===== src/hdl/sdr_pkg.sv =====
package sdr_pkg;

  localparam int IN_COORD_W = 12;
  localparam int DEN_W      = 29;
  localparam int DENY_W     = 45;
  localparam int QUO_W      = 24;

  localparam logic [2:0] REG_FOCAL_X  = 3'd0;
  localparam logic [2:0] REG_FOCAL_Y  = 3'd1;
  localparam logic [2:0] REG_CENTER_X = 3'd2;
  localparam logic [2:0] REG_CENTER_Y = 3'd3;
  localparam logic [2:0] REG_BASELINE = 3'd4;
  localparam logic [2:0] REG_ROI_LEFT = 3'd5;
  localparam logic [2:0] REG_ROI_TOP  = 3'd6;
  localparam logic [2:0] REG_STEP     = 3'd7;

  typedef struct packed {
    logic [11:0]        local_row;
    logic [11:0]        local_col;
    logic [7:0]         mask_value;
    logic signed [15:0] disparity;
    logic               disparity_invalid;
  } in_t;

  typedef struct packed {
    logic signed [23:0] point_x;
    logic signed [23:0] point_y;
    logic [16:0]        point_z;
  } out_t;

  typedef struct packed {
    logic xneg;
    logic yneg;
    logic xsat;
    logic ysat;
  } side_t;

endpackage


===== src/hdl/sdr_div.sv =====
module sdr_div
  import sdr_pkg::*;
#(
  parameter int DW = 29,
  parameter int QB = 24
) (
  input  logic               clk,
  input  logic [DW+QB-1:0]   num,
  input  logic [DW-1:0]      den,
  output logic [QB-1:0]      quo,
  output logic [DW-1:0]      rem
);

  localparam int RW = DW + QB;

  logic [RW-1:0] rem_r [QB];
  logic [DW-1:0] den_r [QB];
  logic [QB-1:0] quo_r [QB];

  for (genvar k = 0; k < QB; k++) begin : g_stage
    logic [RW-1:0] rin;
    logic [DW-1:0] din;
    logic [QB-1:0] qin;
    logic [RW-1:0] dsh;
    logic          take;
    if (k == 0) begin : g_first
      assign rin = num;
      assign din = den;
      assign qin = '0;
    end else begin : g_next
      assign rin = rem_r[k-1];
      assign din = den_r[k-1];
      assign qin = quo_r[k-1];
    end
    assign dsh  = RW'(din) << (QB - 1 - k);
    assign take = (rin >= dsh);
    always_ff @(posedge clk) begin
      rem_r[k] <= take ? (rin - dsh) : rin;
      den_r[k] <= din;
      quo_r[k] <= {qin[QB-2:0], take};
    end
  end

  assign quo = quo_r[QB-1];
  assign rem = rem_r[QB-1][DW-1:0];

endmodule


===== config.mk =====
export PLATFORM = sky130hd
export DESIGN_NAME = sdr_div
export DESIGN_NICKNAME = d
export VERILOG_FILES = /design/src/hdl/sdr_pkg.sv /design/src/hdl/sdr_div.sv
export SDC_FILE = /design/constraint.sdc
export NUM_CORES = 2
export LEC_CHECK = 0
export BUFFER_PORTS_ARGS = -buffer_cell sky130_fd_sc_hd__buf_2
export CORE_MARGIN = 3
export CORE_UTILIZATION = 40
export CTS_CLUSTER_SIZE = 40
export DETAILED_ROUTE_END_ITERATION = 10
export PLACE_DENSITY_LB_ADDON = 0.15
export SKIP_CTS_REPAIR_TIMING = 1
export SLEW_MARGIN = 10
export SYNTH_ARGS = -nofsm -noshare
export SYNTH_HDL_FRONTEND = slang
export SYNTH_SLANG_ARGS = --single-unit

===== constraint.sdc =====
create_clock -name clk -period 8.4 [get_ports clk]
set_clock_uncertainty 0.05 [all_clocks]
set_input_delay 0.42 -clock clk [delete_from_list [all_inputs] [get_ports clk]]
set_output_delay 0.42 -clock clk [all_outputs]
set_load 0.02 [all_outputs]

---- Yosys cells after proc, flatten, opt, wreduce, memory -nomap -nowiden ----
Memories as Yosys holds them, arrays and structs flattened.
Cells that the tools add are included.
storage, ports and cells
  register bits after elaboration ......... 0
  bits in writable memories ............... 2544
  output and inout bits ................... 53
  logic and storage cells ................. 75
  memories kept ........................... 3
cells by class
  add/subtract/negate cells ............... 24
  magnitude comparators ................... 24
  multiplexer cells ....................... 24
memories
  memory  words  bits a word  rd ports  clocked after memory_dff  wr ports  RTL line       source
  rem_r   24     53           24        0                         24        sdr_div.sv:16  logic [RW-1:0] rem_r [QB];
  den_r   24     29           23        0                         24        sdr_div.sv:17  logic [DW-1:0] den_r [QB];
  quo_r   24     24           24        0                         24        sdr_div.sv:18  logic [QB-1:0] quo_r [QB];
operator list
  cell                                                            count
  53-bit 2-to-1 mux                                               24
  53-bit by 29-bit greater-or-equal comparator with 1-bit output  1
  53-bit by 30-bit greater-or-equal comparator with 1-bit output  1
  53-bit by 31-bit greater-or-equal comparator with 1-bit output  1
  53-bit by 32-bit greater-or-equal comparator with 1-bit output  1
  53-bit by 33-bit greater-or-equal comparator with 1-bit output  1
  53-bit by 34-bit greater-or-equal comparator with 1-bit output  1
  53-bit by 35-bit greater-or-equal comparator with 1-bit output  1
  53-bit by 36-bit greater-or-equal comparator with 1-bit output  1
  53-bit by 37-bit greater-or-equal comparator with 1-bit output  1
  53-bit by 38-bit greater-or-equal comparator with 1-bit output  1
  53-bit by 39-bit greater-or-equal comparator with 1-bit output  1
  53-bit by 40-bit greater-or-equal comparator with 1-bit output  1
  53-bit by 41-bit greater-or-equal comparator with 1-bit output  1
  53-bit by 42-bit greater-or-equal comparator with 1-bit output  1
  53-bit by 43-bit greater-or-equal comparator with 1-bit output  1
  53-bit by 44-bit greater-or-equal comparator with 1-bit output  1
  53-bit by 45-bit greater-or-equal comparator with 1-bit output  1
  53-bit by 46-bit greater-or-equal comparator with 1-bit output  1
  53-bit by 47-bit greater-or-equal comparator with 1-bit output  1
  53-bit by 48-bit greater-or-equal comparator with 1-bit output  1
  53-bit by 49-bit greater-or-equal comparator with 1-bit output  1
  53-bit by 50-bit greater-or-equal comparator with 1-bit output  1
  53-bit by 51-bit greater-or-equal comparator with 1-bit output  1
  other kinds (25)                                                25

---- Logic depth before layout (Yosys ltp) ----
An unclocked memory read counts as a cell.
  depth after elaboration ................. 3
  depth in mapped cells ................... 16
  mapped depth without buffers ............ 15

---- Worst setup path before layout ----
OpenSTA, ideal clock, no wires.
  kind .................................... reg-to-reg
  start point ............................. mem rem_r[13][9] in the netlist's numbering
  end point ............................... mem rem_r[14][10] in the netlist's numbering
  library setup time ...................... 0.121 ns
  arrival ................................. 3.419 ns
  required time ........................... 8.229 ns
  setup slack ............................. 4.810 ns
  stages on the path, launching flop included .. 14
  clock period less this slack ............ 3.590 ns
  path through ............................ dfxtp_1 > inv_1 > ha_1 > inv_1 > fa_1 > a211oi_1 > o21ai_0 > a21oi_1 > a211oi_1 > or2_2 > a311o_1 > a311oi_2 > clkbuf_1 > mux2_2
RTL lines
  item             RTL line
  start, declared  sdr_div.sv:16

==> results.py <==
metrics = {
    "route": {
        "via_per_inst": 5.255,
        "drcViolationCount": 0,
        "finalWirelength_um": 286000,
        "antenna_left": 0,
        "dr_total_vias": 75110,
        "drt-initial-drc-count": 4933,
        "drt_first_pass_iters": 6,
        "wire_per_inst_um": 20.01,
    },
    "clocking": {
        "cts_buffers": 236,
        "htreeDepth": 4,
        "numClockSinks": 2215,
        "cts_tree": "done",
        "clock_tree.buffer_depth": 3,
        "cts_root_buf": "clkbuf_16",
        "clk-insertion-delay-late_ns": 0.88,
        "clk_pin_slew_ns": 0.07,
    },
    "yosys": {
        "synth_edf_count": 0,
        "synth_cells": 10700,
        "async_reset_ff_share_pct": 0,
        "synth-seq-area-share_pct": 45.44,
        "yosysUniqueCellTypes": 94,
        "yosys_warnings": 0,
        "ys_ff_latch": 2215,
        "synth_area_per_cell_um2": 9.120,
        "syn-num-nets": 11500,
        "ys.flop_type": "dfxtp_1",
        "synthesis.area_um2": 97590,
    },
    "finish": {
        "area_growth_pct": 13.81,
        "final_util_pct": 45.96,
        "fin_nets": 11700,
        "drive_gt1_share_pct": 7.088,
    },
    "die": {
        "die_h_um": 499.9,
        "row_count": 180,
        "core_region_area_um2": 241700,
        "start_util_pct": 40.38,
        "die-width_um": 499.9,
        "die-area_um2": 249900,
        "io_pins": 136,
    },
    "hold_path": {
        "holdPathStages": 2,
        "hold_class": "input pin to flop",
        "min_from": "den[19]",
        "holdPathEnd": "den_r[0][19]",
    },
    "timing": {
        "hold_violations": 0,
        "rsz0062_at_grt": "no",
        "max_freq_ghz": 0.2020,
        "min_period_ns": 4.951,
        "fin_setup_tns_ns": 0,
        "maxSlewViolCount": 0,
        "min_period_over_period_pct": 58.94,
        "setup_ws_ns": 3.449,
        "max-slew-margin-rel_pct": 19.21,
        "setup_viol": 0,
        "worst_slew_pin_slew_ns": 1.181,
    },
    "global_route": {
        "first_global_vias": 73710,
        "globalRoute.totalOverflow": 0,
        "antenna_found_initial": 6,
        "track_usage_pct": 22.29,
        "grt_max_degree": 66,
        "grt_pass1_wl_um": 436800,
    },
    "placed_design": {
        "dp_slack_ns": 3.737,
        "gp_congestion": 0.9437,
        "io_buffers": 135,
        "hpwlAfterDp_um": 229200,
    },
    "critical_path": {
        "crit_type": "flop to flop",
        "r2r_slack_ns": 3.45,
        "start_kind": "flop",
        "endpoint_kind": "flop",
        "rr_startpoint": "rem_r[1][21]",
        "reg2regPathDepth": 14,
        "crit_path_max_fanout": 31,
        "cp.arrival_ns": 5.67,
        "required_ns": 9.12,
        "rr_endpoint": "rem_r[2][22]",
    },
    "power": {
        "total_power_mw": 47.02,
        "cellLeakagePower_nw": 48.88,
        "vdd.ir_drop.worst_v": 0.0002460,
        "powerDensity_nw_per_um2": 423.4,
    },
    "run_status": {
        "status": "complete, no violations",
    },
    "run": {
        "max-cap-violations": 0,
    },
}
worst max-delay path, stage by stage (launching register included):
cell       delay, ns
dfxtp_1         0.32
inv_1           0.05
ha_1            0.13
inv_1           0.06
fa_1            0.43
a211o_1         0.35
a2111oi_0       0.71
o21ai_0         0.31
a31oi_1         0.52
o31a_1          0.26
nor2_1          0.05
o21a_1          0.25
a21oi_4         0.59
buf_4           0.39
mux2_2          0.36
Yosys cell counts (all sizes together), types with 24 or more instances:
master / number / area [µm²]
nor2: 655 / 2459
o21bai: 78 / 585.6
nand2b: 99 / 619.3
or2: 56 / 352.8
nor4: 145 / 952.2
a211oi: 67 / 503.0
a31oi: 75 / 469.2
o21a: 106 / 795.8
fa: 24 / 480.5
and3: 82 / 513.0
nand3: 184 / 920.9
and2: 31 / 193.9
o31ai: 76 / 570.6
inv: 907 / 3405
mux2: 88 / 991.0
ha: 696 / 8708
clkbuf: 256 / 960.9
a21oi: 820 / 4108
nor2b: 110 / 688.2
nor4b: 25 / 219.0
buf: 34 / 146.4
xor2: 425 / 3722
o21ai: 760 / 3804
a2111oi: 32 / 292.8
or3: 82 / 513.0
dfxtp: 2215 / 44340
nand4: 147 / 919.6
nand4b: 26 / 227.7
o211ai: 49 / 367.9
or4: 60 / 457.9
a21o: 403 / 3025
nor3: 207 / 1077
xnor2: 425 / 3722
a21boi: 40 / 300.3
nand2: 901 / 3382
registers in the layout (all words and copies together) (netlist names):
name and cells:
den_r 667, rem_r 1248, quo_r 300
logic make-up after synthesis:
logic type / after synthesis / synth area share, %
buffers and inverters: 1199 / 4.631
adder cells (fa/ha/maj): 720 / 9.416
flip-flops: 2215 / 45.44
multiplexers: 97 / 1.108
AO/OA/AOI/OAI: 2723 / 17.21
AND/OR/NAND/NOR: 2896 / 14.57
XOR/XNOR: 850 / 7.629
final cells by class:
type | instances | area (µm²)
flip-flops and latches | 2215 | 44340
clock buffers | 310 | 6524
diodes | 4 | 10.01
clock inverters | 133 | 2112
repair buffers | 250 | 1744
multi-input cells | 7286 | 48930
well taps | 3185 | 3985
inverters | 909 | 3412
fillers | 23250 | 130600
per-stage QoR:
step                      hold slack (ns)  std cells  area (µm²)
after floorplan                    0.2596      10700       97590
after global placement             0.2597      13760      101600
after detailed placement           0.2621      13760      101600
after CTS                         -0.4880      14210      110200
after global routing              0.08765      14290      111100
final                              0.1287      14290      111100
where the power goes:
part           leakage [nW]  internal (mW)  total, mW  switching, mW
Combinational          26.1           8.17       19.5           11.4
Sequential             18.6           13.5       16.3           2.78
Clock                  4.20           6.73       11.2           4.46
Total                  48.9           28.4       47.0           18.6
placed cells by master (no fill, tap or decap), drive strengths merged, types with 82 or more instances in the layout:
cell type / Yosys / layout
buf: 34 / 168
nor3: 207 / 207
a21oi: 820 / 820
a21o: 403 / 403
xnor2: 425 / 425
clkbuf: 256 / 310
nor2: 655 / 655
inv: 907 / 919
or3: 82 / 82
nand3: 184 / 184
nand2: 901 / 901
and3: 82 / 82
nor4: 145 / 145
nor2b: 110 / 110
nand4: 147 / 147
dfxtp: 2215 / 2215
xor2: 425 / 425
ha: 696 / 696
mux2: 88 / 88
o21a: 106 / 106
dlygate4sd3: 0 / 82
nand2b: 99 / 99
o21ai: 760 / 760
worst max path at each step:
stage / depth (start not counted) / endpoint / slack [ns] / start
after floorplan: 13 / rem_r[14][10] / 4.81 / rem_r[13][9]
after global placement: 14 / rem_r[2][22] / 3.72 / rem_r[1][21]
after detailed placement: 14 / rem_r[2][22] / 3.74 / rem_r[1][21]
after CTS: 14 / rem_r[2][22] / 3.55 / rem_r[1][21]
after global routing: 14 / rem_r[2][22] / 3.22 / rem_r[1][21]
final: 14 / rem_r[2][22] / 3.45 / rem_r[1][21]
layer usage:
layer	global-route usage, %	vias to the layer above	wire, µm
met5	0	-	0
met4	9.185	0	12880
met3	2.644	464	10280
met2	39.60	1614	140300
met1	27.22	35480	122500
li1	-	37550	-
(Power assumes the default switching activity.)
